## src/rtl/polygon_coverage_shader_unit_macros.svh

```systemverilog
// ---------------------------------------------------------------------------
// Polygon coverage shader assertion macros
// Shorthand for the concurrent checks at the end of the top level.
// ---------------------------------------------------------------------------
`ifndef POLYGON_COVERAGE_SHADER_UNIT_MACROS_SVH
`define POLYGON_COVERAGE_SHADER_UNIT_MACROS_SVH

// Same-cycle implication, checked on every rising edge out of reset.
`define PCS_ASSERT_IMPLY(label, ante, cons) \
    label: assert property (@(posedge clk) disable iff (!rst_n) (ante) |-> (cons)) \
        else $error("polygon coverage shader: same-cycle check failed");

// Next-cycle implication, checked on every rising edge out of reset.
`define PCS_ASSERT_NEXT(label, ante, cons) \
    label: assert property (@(posedge clk) disable iff (!rst_n) (ante) |=> (cons)) \
        else $error("polygon coverage shader: next-cycle check failed");

`endif

```

## src/rtl/pcs_ram.sv

```systemverilog
// ---------------------------------------------------------------------------
// Polygon coverage shader generic RAM
// One write port, one read port, registered read data.
// ---------------------------------------------------------------------------
module pcs_ram #(
    parameter int WIDTH = 32,
    parameter int DEPTH = 16
) (
    input  logic                     clk,
    input  logic                     we,
    input  logic [$clog2(DEPTH)-1:0] waddr,
    input  logic [WIDTH-1:0]         wdata,
    input  logic                     re,
    input  logic [$clog2(DEPTH)-1:0] raddr,
    output logic [WIDTH-1:0]         rdata
);

    logic [WIDTH-1:0] mem [DEPTH];
    logic [WIDTH-1:0] rdata_reg;

    always_ff @(posedge clk)
    begin
        if (we)
        begin
            mem[waddr] <= wdata;
        end
        if (re)
        begin
            rdata_reg <= mem[raddr];
        end
    end

    assign rdata = rdata_reg;

endmodule

```

## config.mk

```make
export PLATFORM = sky130hd
export DESIGN_NAME = pcs_ram
export DESIGN_NICKNAME = d
export VERILOG_FILES = /design/src/rtl/polygon_coverage_shader_unit_macros.svh /design/src/rtl/pcs_ram.sv
export SDC_FILE = /design/constraint.sdc
export NUM_CORES = 1
export LEC_CHECK = 0
export ABC_AREA = 1
export ABC_CLOCK_PERIOD_IN_PS = 4800
export BUFFER_PORTS_ARGS = -buffer_cell sky130_fd_sc_hd__buf_2
export CORE_MARGIN = 10
export CORE_UTILIZATION = 35
export CTS_CLUSTER_SIZE = 40
export DETAILED_ROUTE_END_ITERATION = 12
export SLEW_MARGIN = 20
export SYNTH_ARGS = -nofsm -noshare
export SYNTH_HDL_FRONTEND = slang
export SYNTH_SLANG_ARGS = --single-unit
```

## constraint.sdc

```tcl
create_clock -name clk -period 4.8 [get_ports clk]
set_clock_uncertainty 0.05 [all_clocks]
set_input_delay 0.72 -clock clk [delete_from_list [all_inputs] [get_ports clk]]
set_output_delay 0.72 -clock clk [all_outputs]
set_load 0.005 [all_outputs]
```

# Yosys cells after proc, flatten, opt, wreduce, memory -nomap -nowiden
# Memories as Yosys holds them, arrays and structs flattened. A register that Yosys moved wholly into a read port is not among the register bits.
# Cells that the tools add are included.
# Widths: inputs -> output; s select.
totals:
  word_cells: 3
  ramBits: 512
  output_inout_bits: 32
  memories: 1
  ff_bits: 0
  inputBits: 43
mem_list:
  columns: ["name", "words", "width", "read_ports", "rd_clocked_by_memory_dff", "write_ports", "line_no", "rtl"]
  rows:
  - ["mem", 16, 32, 1, 1, 1, "pcs_ram.sv:18", "logic [WIDTH-1:0] mem [DEPTH];"]
op_classes:
  n_mux: 2
ops:
  columns: ["cell", "n"]
  rows:
  - ["$mux 1", 2]

# Depth between registers and ports, before layout
logic_depth:
  depth_word: 2
  ltp_mapped: 10
  depth_no_buf: 7

# Worst setup path before layout
# Ideal clock, no wire load.
synth_path:
  kind: "input-to-reg"
  from: "in waddr[2]"
  to: "mem mem[10][0], enable pin"
  cell_stages: 2
  path_buffers: 0
  setup_ns: 0.421
  setup_slack_ns: 2.037
  arrival_ns: 2.292
  cell_sequence: "nand3b_1 > nor2_1"
synth_rtl:
  columns: ["item", "line_no", "rtl"]
  rows:
  - ["start: declaration", "pcs_ram.sv:11", "input logic [$clog2(DEPTH)-1:0] waddr,"]
  - ["end: declaration", "pcs_ram.sv:18", null]
# Straight into the memory's write port.

==> flow_metrics.tcl <==
set metrics [dict create \
    post_cts.resized_instances 0 \
    tritoncts "built" \
    path_delay_family "buffers and inverters" \
    worstRegToRegCells 6 \
    drt-pass1-iter-count 5 \
    clock_latency_ns 0.61 \
    detail_route.wirelength_um 57620 \
    root_buffer "clkbuf_16" \
    ys_ff_latch 544 \
    layout_worst_path_cycle_share_pct 50.54 \
    globalRouteOverflowTotal 0 \
    globalplace.congestion 0.7874 \
    hold_violations 0 \
    die_y_um 276.6 \
    slowest_delay_ns 0.74 \
    h-tree-depth 2 \
    clock_sinks 544 \
    layout.cells.most_common "nand2_1" \
    crit_path_start_kind "input port" \
    fin_total_pwr_mw 9.898 \
    drive_above_1_share_pct 8.709 \
    vias 14670 \
    holdCritPathClass "input port to flop" \
    portBuffers 74 \
    timing.critical_path.fanout_max 73 \
    average_via_count_per_standard_cell 4.762 \
    post_synth.cell_area_avg_um2 10.87 \
    cts.clk_slew.worst_paths_ns 0.06 \
    first_global_vias 14060 \
    run_status "complete, no violations" \
    synth.largest_area_cell "edfxtp_1" \
    worst_vdd_rail_ir_drop_uv 262.7 \
    post_synth_num_cell_types 14 \
    placementRows 94 \
    syn_nets 2163 \
    drt-initial-drc-count 1197 \
    final_nets 2219 \
    timing.max_slew.rel_slack_pct 24.45 \
    globalRouteTotalUtil_pct 14.64 \
    synth.top_cell.area_share_pct 70.87 \
    floorplan.io_pins 75 \
    max_cap_violations 0 \
    crit_path_cell_chain "buf_4, inv_4, buf_4, nand3_1, nand3_1, nand3_1, nand2_1" \
    dp.final_hpwl_um 29850 \
    end_kind "flop" \
    grt_max_degree 177 \
    critPathMostFrequentCell "nand3_1" \
    worst_path_max_delay_cell "inv_4" \
    post-route-drc-count 0 \
    worst-endpoint-arrival_ns 2.82 \
    yosys-top-cells-area "edfxtp_1, nand2_1, nand3_1" \
    cellLeakagePower_nw 10.76 \
    grt_setup_unrepaired "no" \
    achievable-frequency_ghz 0.4122 \
    floorplan.die.width_um 276.6 \
    mostFrequentLayoutCells "nand2_1, edfxtp_1, inv_1" \
    postCtsSetupRepairBufs 0 \
    cts_inserted_buffers 53 \
    ys_seq_area_share_pct 70.87 \
    slew_violations 0 \
    avgRoutedWirePerCell_um 18.70 \
    core_area_um2 65510 \
    area_growth_pct 12.02 \
    post-route-min-period_ns 2.426 \
    initial_core_util_pct 35.19 \
    p_per_area_nw_per_um2 383.3 \
    worst-path-stages 7 \
    worst_max_slew_pin_slew_ns 1.131 \
    critical_path_buf_inv_count 3 \
    final_util_pct 39.42 \
    dieArea_um2 76520 \
    synthesis.area_um2 23050 \
    yosys_warnings 0 \
    global_route_wire_length_before_repair_um 87400 \
    class_of_the_most_critical_setup_path "input port to flop" \
    netlist_instances 2120 \
    largest_register_ff_count 512 \
    antenna_violations_before_repair 7 \
    setup_viol 0 \
    holdBufCountCts 0 \
    clock_tree.buffer_depth 3 \
    setup-tns-final_ns 0 \
    timing.critical_path.required_ns 5.20 \
    route.antenna.remaining_nets 0 \
    hold-path-cell-count 1 \
]
[synthesized netlist by cell type]
library cell	number
nand2_1	677
edfxtp_1	544
inv_1	388
nand3_1	385
buf_2	41
buf_6	29
nor2_1	17
buf_1	14
clkbuf_1	14
buf_4	6
nand3b_1	2
buf_12	1
inv_2	1
inv_4	1
[cell type report]
class	count	area, um^2
Sequential cell	544	16340
Timing Repair Buffer	106	659.4
Clock buffer	69	1408
Fill cell	6216	39690
Inverter	390	1471
Multi-Input combinational cell	1081	4667
Clock inverter	26	196.4
Tap cell	864	1081
Antenna cell	1	2.502
[metrics by stage]
step | hold slack (ns) | std cells | cell area (um^2) | setup WS, ns
after floorplan | 0.6329 | 2120 | 23050 | 2.037
after global placement | 0.6601 | 2985 | 24210 | 1.792
after detailed placement | 0.6746 | 2985 | 24210 | 1.803
after CTS | 0.4014 | 3080 | 25820 | 2.415
after global routing | 0.4282 | 3081 | 25820 | 2.225
final | 0.4392 | 3081 | 25820 | 2.374
[worst reg2reg max path: stages, from the launching register on]
cell	delay, ns
edfxtp_1	0.36
inv_1	0.06
nand2_1	0.04
nand3_1	0.12
nand3_1	0.13
nand3_1	0.15
nand2_1	0.12
[cells by family (layout without fill, tap and decap cells)]
logic type | count (synthesis) | in the layout | synth area share (%)
simple gates | 1081 | 1081 | 19.73
buf+inv | 495 | 591 | 9.407
other cells | 0 | 1 | 0
flops | 544 | 544 | 70.87
[report_power, final]
group	switching, mW	internal (mW)	leakage (nW)
Sequential	0.0307	5.35	4.94
Clock	1.75	2.17	0.780
Combinational	0.434	0.160	5.04
[routing by layer]
layer / global-route usage (%) / share of wire, %
met3: 2.764 / 6.5
met2: 23.73 / 47
met5: 0 / 0.085
met1: 19.93 / 45
met4: 3.652 / 1.9
[final timing paths]
| path | from | endpoint | slack, ns |
|---|---|---|---|
| setup reg to reg | mem[9][12] | rdata[12] | 3.51 |
| setup / recovery | raddr[1] | rdata[12] | 2.37 |
| hold reg to reg | mem[10][5] | rdata[5] | 0.68 |
| hold / removal | wdata[22] | mem[11][22] | 0.44 |
(Power assumes the default switching activity.)
