## src/rtl/polygon_coverage_shader_unit_macros.svh

```systemverilog
// ---------------------------------------------------------------------------
// Polygon coverage shader assertion macros
// Shorthand for the concurrent checks at the end of the top level.
// ---------------------------------------------------------------------------
`ifndef POLYGON_COVERAGE_SHADER_UNIT_MACROS_SVH
`define POLYGON_COVERAGE_SHADER_UNIT_MACROS_SVH

// Same-cycle implication, checked on every rising edge out of reset.
`define PCS_ASSERT_IMPLY(label, ante, cons) \
    label: assert property (@(posedge clk) disable iff (!rst_n) (ante) |-> (cons)) \
        else $error("polygon coverage shader: same-cycle check failed");

// Next-cycle implication, checked on every rising edge out of reset.
`define PCS_ASSERT_NEXT(label, ante, cons) \
    label: assert property (@(posedge clk) disable iff (!rst_n) (ante) |=> (cons)) \
        else $error("polygon coverage shader: next-cycle check failed");

`endif

```

## src/rtl/pcs_pkg.sv

```systemverilog
// ---------------------------------------------------------------------------
// Polygon coverage shader package
// Shared payload types, control structs, state encodings and defaults.
// ---------------------------------------------------------------------------
package pcs_pkg;

    localparam int NUM_CORNERS_DEF    = 16;
    localparam int SUBSAMPLE_GRID_DEF = 4;

    localparam logic [7:0] CAP_RESET = 8'd255;

    // Request command codes
    localparam logic CMD_WRITE = 1'b0;
    localparam logic CMD_SHADE = 1'b1;

    typedef struct packed {
        logic               cmd;
        logic [3:0]         vertex_index;
        logic signed [15:0] vertex_x;
        logic signed [15:0] vertex_y;
        logic [5:0]         pixel_x;
        logic [5:0]         pixel_y;
    } pcs_item_t;

    typedef struct packed {
        logic [4:0] covered_count;
        logic [7:0] red_level;
    } pcs_result_t;

    // One stored polygon vertex, Q8.8
    typedef struct packed {
        logic signed [15:0] x;
        logic signed [15:0] y;
    } pcs_vertex_t;

    typedef struct packed {
        logic clear;  // start a new pixel: drop the parity and the held vertex
        logic vin;    // a vertex from the store is on vtx
    } pcs_edge_ctl_t;

    typedef struct packed {
        logic busy;   // an edge is still in the compare pipeline
    } pcs_edge_stat_t;

    typedef struct packed {
        logic start;
    } pcs_lv_ctl_t;

    typedef struct packed {
        logic done;
    } pcs_lv_stat_t;

    typedef enum logic [2:0] {
        ST_IDLE,
        ST_SWEEP,
        ST_DRAIN,
        ST_LEVEL,
        ST_DONE
    } pcs_state_t;

    typedef enum logic [2:0] {
        LV_IDLE,
        LV_SQ,
        LV_CUBE,
        LV_SCALE,
        LV_DIV,
        LV_DONE
    } pcs_lv_state_t;

endpackage

```

## src/rtl/pcs_level_unit.sv

```systemverilog
// ---------------------------------------------------------------------------
// Polygon coverage shader level unit
// Counts covered samples and forms round(cap * n^3 / G^6), one multiply per
// cycle, then a shift or a reciprocal multiply.
// ---------------------------------------------------------------------------
module pcs_level_unit
    import pcs_pkg::*;
#(
    parameter int SUBSAMPLE_GRID = SUBSAMPLE_GRID_DEF
) (
    input  logic                                     clk,
    input  logic                                     rst_n,
    input  pcs_lv_ctl_t                              ctl,
    input  logic [SUBSAMPLE_GRID*SUBSAMPLE_GRID-1:0] parity,
    input  logic [7:0]                               cap,
    output pcs_lv_stat_t                             stat,
    output pcs_result_t                              res
);

    localparam int G       = SUBSAMPLE_GRID;
    localparam int LANES   = G * G;
    localparam int NW      = $clog2(LANES + 1);
    localparam int NUMW    = 3 * NW + 9;
    localparam int DIVISOR = LANES * LANES * LANES;
    localparam int HALF    = DIVISOR / 2;
    localparam int SH      = $clog2(DIVISOR);
    localparam bit IS_POW2 = ((1 << SH) == DIVISOR);
    // Scaled reciprocal, exact for every numerator below 256 * DIVISOR
    localparam int              RSH   = 2 * SH + 8;
    localparam longint unsigned RECIP = ((64'd1 << RSH) + DIVISOR - 1) / DIVISOR;
    localparam int              PRODW = NUMW + RSH - SH + 2;

    pcs_lv_state_t state_reg, state_next;

    logic [NW-1:0]    n_reg, n_next;
    logic [2*NW-1:0]  sq_reg;
    logic [3*NW-1:0]  cube_reg;
    logic [NUMW-1:0]  num_reg, num_next;
    logic [NUMW-1:0]  shifted;
    logic [PRODW-1:0] prod;
    logic [7:0]       quot_reg, quot_next;
    logic [7:0]       red_next;
    logic [NW+4:0]    n_wide;
    pcs_result_t      res_reg;

    always_comb
    begin
        state_next = state_reg;
        case (state_reg)
            LV_IDLE:  if (ctl.start) state_next = LV_SQ;
            LV_SQ:    state_next = LV_CUBE;
            LV_CUBE:  state_next = LV_SCALE;
            LV_SCALE: state_next = IS_POW2 ? LV_DONE : LV_DIV;
            LV_DIV:   state_next = LV_DONE;
            LV_DONE:  state_next = LV_IDLE;
            default:  state_next = LV_IDLE;
        endcase
    end

    always_comb
    begin
        n_next = '0;
        for (int i = 0; i < LANES; i++)
        begin
            n_next = n_next + NW'(parity[i]);
        end
    end

    // Divide by the constant through one multiply by its reciprocal
    assign prod    = PRODW'(num_reg) * PRODW'(RECIP);
    assign shifted = num_reg >> SH;

    always_comb
    begin
        num_next  = num_reg;
        quot_next = quot_reg;
        case (state_reg)
            LV_SCALE:
            begin
                num_next  = NUMW'(cube_reg) * NUMW'(cap) + NUMW'(HALF);
                quot_next = '0;
            end
            LV_DIV:
            begin
                quot_next = 8'(prod >> RSH);
            end
            default:
            begin
                num_next  = num_reg;
                quot_next = quot_reg;
            end
        endcase
    end

    assign red_next  = IS_POW2 ? shifted[7:0] : quot_reg;
    assign n_wide    = {5'b0, n_reg};
    assign stat.done = (state_reg == LV_DONE);
    assign res       = res_reg;

    always_ff @(posedge clk)
    begin
        if (state_reg == LV_IDLE && ctl.start)
        begin
            n_reg <= n_next;
        end
        if (state_reg == LV_SQ)
        begin
            sq_reg <= (2*NW)'(n_reg) * (2*NW)'(n_reg);
        end
        if (state_reg == LV_CUBE)
        begin
            cube_reg <= (3*NW)'(sq_reg) * (3*NW)'(n_reg);
        end
        num_reg  <= num_next;
        quot_reg <= quot_next;
        if (state_reg == LV_DONE)
        begin
            res_reg.covered_count <= n_wide[4:0];
            res_reg.red_level     <= red_next;
        end
    end

    always_ff @(posedge clk or negedge rst_n)
    begin
        if (!rst_n)
        begin
            state_reg <= LV_IDLE;
        end
        else
        begin
            state_reg <= state_next;
        end
    end

endmodule

```

## config.mk

```make
export PLATFORM = sky130hd
export DESIGN_NAME = pcs_level_unit
export DESIGN_NICKNAME = d
export VERILOG_FILES = /design/src/rtl/polygon_coverage_shader_unit_macros.svh /design/src/rtl/pcs_pkg.sv /design/src/rtl/pcs_level_unit.sv
export SDC_FILE = /design/constraint.sdc
export NUM_CORES = 1
export LEC_CHECK = 0
export ABC_AREA = 1
export BUFFER_PORTS_ARGS = -buffer_cell sky130_fd_sc_hd__buf_2
export CAP_MARGIN = 40
export CORE_AREA = 10 10 140 142
export CTS_CLUSTER_SIZE = 28
export DETAILED_ROUTE_END_ITERATION = 12
export DIE_AREA = 0 0 150 152
export PLACE_DENSITY = 0.69
export SLEW_MARGIN = 20
export SYNTH_ARGS = -nofsm -noshare
export SYNTH_HDL_FRONTEND = slang
export SYNTH_SLANG_ARGS = --single-unit
```

## constraint.sdc

```tcl
create_clock -name clk -period 13.2 [get_ports clk]
set_clock_uncertainty 0.2 [all_clocks]
set_input_delay 3.3 -clock clk [delete_from_list [all_inputs] [get_ports clk]]
set_output_delay 3.3 -clock clk [all_outputs]
set_load 0.05 [all_outputs]
```

# After elaboration in Yosys (flattened, before gate mapping)
# Cells that the tools add are included.
# op_classes
n_reduce_logical	3
eq_ne	6
multipliers	3
muxes	2
addsub	16
# op_table
operator	n
adder 5 x 1 -> 5 bit	11
adder 20 x 12 -> 20 bit (second input constant)	1
multiplier 15 x 8 -> 20 bit	1
multiplier 10 x 5 -> 15 bit	1
one-hot mux 3 bit (4 select lines)	1
multiplier 5 x 5 -> 10 bit	1
== test 3 x 2 -> 1 bit (second input constant)	2
== test 3 bit (second input constant)	2
adder 4 x 1 -> 5 bit	1
adder 3 x 1 -> 4 bit	1
adder 2 x 1 -> 3 bit	1
== test 3 x 1 -> 1 bit (second input constant)	1
logical NOT 3 bit	1
two-way mux 3 bit	1
adder 1 x 1 -> 2 bit	1
!= test 2 bit (second input constant)	1
OR reduction 2 bit	1
logical AND 1 bit	1
# totals
inputBits	27
ff_bits	66

# Depth between registers and ports, before layout
# depth
word_depth	15
ltp_mapped	20

# Worst setup path before layout
# OpenSTA, ideal clock, no wires.
# synth_timing
kind	input port to flip-flop
startpoint	input cap[5]
endpoint	register num_reg[19], data pin
slack_ps	5964
n_path_buf	2
stages	17
arrival_ps	6783
required_time_ps	12747
path_cell_list	buf_6 > clkbuf_1 > nand2_1 > inv_1 > fa_1 > fa_1 > fa_1 > inv_1 > fa_1 > inv_1 > ha_1 > a21oi_1 > o21ai_1 > a21oi_1 > nand2_1 > nand2_1 > nand2_1
# synth_via
elab_chain_len	2
# synth_lines
item	line	rtl
start, declared	pcs_level_unit.sv:15	input logic [7:0] cap,
multiplier 15 x 8 -> 20 bit	pcs_level_unit.sv:80	num_next = NUMW'(cube_reg) * NUMW'(cap) + NUMW'(HALF);
adder 20 x 12 -> 20 bit	pcs_level_unit.sv:80	
end signal, assigned	pcs_level_unit.sv:114	num_reg <= num_next;
end, declared	pcs_level_unit.sv:38	logic [NUMW-1:0] num_reg, num_next;
# Every way passes these cells.
# A chain may end at the register's enable or synchronous reset.

# Worst setup path in the final report
# layout_timing
startpoint	input cap[2]
endpoint	register num_reg[17], data pin
# The elaborated chain is that of the path after synthesis.

==> impl_metrics.py <==
metrics = {
    "grt": {
        "grt_usage_pct": 14.2,
        "grt_pass1_vias": 5971,
        "grt_first_pass_wirelength_um": 27200,
        "grt_max_degree": 17,
        "grt_overflow": 0,
        "antenna_found_initial": 0,
    },
    "sta": {
        "period_share_pct": 54.5,
        "final-hold-violation-count": 0,
        "fin_setup_tns_ns": 0,
        "relSlewSlack_pct": 54.8,
        "tightest_slew_ns": 0.676,
        "finalMaxSlewViolations": 0,
        "fmax_mhz": 139,
        "finalSetupViolations": 0,
        "finalCriticalPeriod_ns": 7.19,
        "rsz0062_at_grt": "false",
    },
    "clock_tree": {
        "post_cts_buffers": 0,
        "insertion_delay_ns": 0.29,
        "max-clock-path-buffers": 2,
        "cts-resized-gates": 0,
        "clkTransAtPathRegs_ns": 0.06,
        "cts_tree": "yes",
        "h-tree-depth": 2,
        "numCtsBuffers": 5,
        "cts-root-buf": "clkbuf_16",
        "hold_buffers": 0,
        "cts.sinks": 53,
    },
    "cells_and_area": {
        "nNetsFinal": 1229,
        "design_area_sq_mm": 0.00833,
        "diodes": 0,
        "register_area_sq_mm": 0.00158,
        "multi_input_area_sq_mm": 0.00497,
        "largest_register_ffs": 15,
        "fillerInstances": 1641,
        "area_delta_synth_final_pct": 6.85,
        "layout_commonest_cell": "inv_1",
        "most-common-layout-cells": "303 x inv_1, 289 x nand2_1, 108 x fa_1, 77 x ha_1, 50 x edfxtp_1",
        "drive_above_1_share_pct": 5.60,
    },
    "floorplanning": {
        "ios": 41,
        "rows": 48,
        "core_area_sq_mm": 0.0169,
        "dieArea_sq_mm": 0.0228,
        "die_height_um": 152,
        "initial_core_util_pct": 46.0,
        "die_w_um": 150,
    },
    "setup_path": {
        "crit_path_top_delay_cell": "fa_1",
        "path_buf_inv": 4,
        "cp.arrival_ns": 7.04,
        "cp-start-kind": "input port",
        "worst-path-max-fanout": 15,
        "cp.required_ns": 13.04,
        "endpoint_kind": "flop",
        "path_delay_family": "adder cells",
        "max_stage_delay_ns": 0.55,
        "worstSetupPathType": "input port to flop",
        "cp_cell_sequence": "buf_2, nand2_1, fa_1, fa_1, inv_1, fa_1, inv_1, fa_1, inv_1, ha_1, nand2_1, nor4_2, nand2_1, nand3_1, nand2_1",
    },
    "yosys": {
        "syn_avg_cell_area_sq_um": 7.85,
        "synthCells": 993,
        "synthTopCellsByArea": "fa_1 28%, edfxtp_1 19%, inv_1 15%",
        "synth-seq-area-share_pct": 20.2,
        "ys.flop_type": "edfxtp_1",
        "synth_area_sq_mm": 0.00779,
        "yosysTopAreaCell": "fa_1",
        "synth-seq-cells": 53,
        "yosys_warnings": 0,
        "synth_top_area_share_pct": 27.7,
        "synth.distinct_cells": 32,
        "synth_edf_count": 50,
        "async_reset_ff_share_pct": 5.66,
    },
    "placed_design": {
        "place_hpwl_um": 13000,
        "portBuffers": 40,
        "gp_congestion": 0.861,
        "placed_cell_area_sq_mm": 0.00818,
    },
    "routing": {
        "ant_nets": 0,
        "routedWlPerCell_um": 12.5,
        "drtIter0Drc": 288,
        "drt-pass1-iter-count": 4,
        "wirelength_um": 15500,
        "remaining_drc_errors": 0,
        "via_per_inst": 4.68,
        "dr_total_vias": 5815,
    },
    "worst_hold_path": {
        "holdCritPathClass": "flop to flop",
    },
    "run_status": {
        "status": "completed",
    },
    "flow_run": {
        "max_cap_viol_count": 0,
    },
}
==> synth_stat cells, types with 2 or more instances <==
library cell	n
a21boi_0	3
a21o_1	4
a21oi_1	23
clkbuf_1	24
dfrtp_1	3
edfxtp_1	50
fa_1	108
ha_1	77
inv_1	303
nand2_1	289
nand2_2	4
nand3_1	29
nor2_1	30
nor4_1	2
o21ai_0	9
o21ai_1	3
o22ai_1	2
xnor2_1	2
xor2_1	15
==> per-stage QoR <==
stage / utilization [%] / std cells / hold WS, ns / setup WS, ns
2_1_floorplan: - / 994 / 0.200 / 5.96
3_3_place_gp: 48.3 / 1234 / 0.203 / 5.76
3_5_place_dp: 48.3 / 1234 / 0.205 / 5.71
4_1_cts: 49.1 / 1242 / 0.221 / 6.01
5_1_grt: 49.2 / 1243 / 0.231 / 5.77
6_report: 49.2 / 1243 / 0.220 / 6.01
==> kinds of logic (layout without fill, tap and decap cells) <==
logic type	count (synthesis)	count (layout)	synth area share, %
AOI/OAI and AO/OA	47	47	3.45
xor gates and xnor gates	17	17	1.91
adders and majority gates	185	185	40.1
buffers and inverters	331	355	16.1
DFF	53	53	20.2
other	1	2	0.0481
and+or+nand+nor	359	359	18.2
==> final cells by class <==
cell class	instances	area share (%)
clock buffer	7	1.59
inverter	304	13.7
tap	225	3.38
clock inverter	1	0.0901
multi-input combinational	610	59.6
sequential	53	18.9
timing repair buffer	43	2.67
==> routing by layer <==
| layer | wire (um) | up-vias | global-route usage (%) |
|---|---|---|---|
| li1 | - | 2917 | - |
| met3 | 492 | 20 | 1.43 |
| met4 | 290 | 0 | 3.33 |
| met5 | 0 | - | 0 |
| met2 | 8300 | 104 | 26.4 |
| met1 | 6400 | 2774 | 16.9 |
==> final timing paths <==
check / endpoint / slack [ns] / depth (start not counted) / from
max: num_reg[17]$_DFFE_PN_ / 6.01 / 15 / cap[2]
min: res[0]$_DFFE_PP_ / 0.22 / 0 / num_reg[12]$_DFFE_PN_
max reg2reg: num_reg[17]$_DFFE_PN_ / 8.66 / 15 / cube_reg[5]$_DFFE_PP_
min reg2reg: res[0]$_DFFE_PP_ / 0.22 / 0 / num_reg[12]$_DFFE_PN_
max in group asynchronous: state_reg[1]$_DFFE_PN0P_ / 10.08 / 1 / rst_n
min in group asynchronous: state_reg[2]$_DFFE_PN0P_ / 2.60 / 1 / rst_n
Power is left out: the tool's default activity adds up to more than one toggle a clock period on the data nets, which glitch-free logic cannot reach.
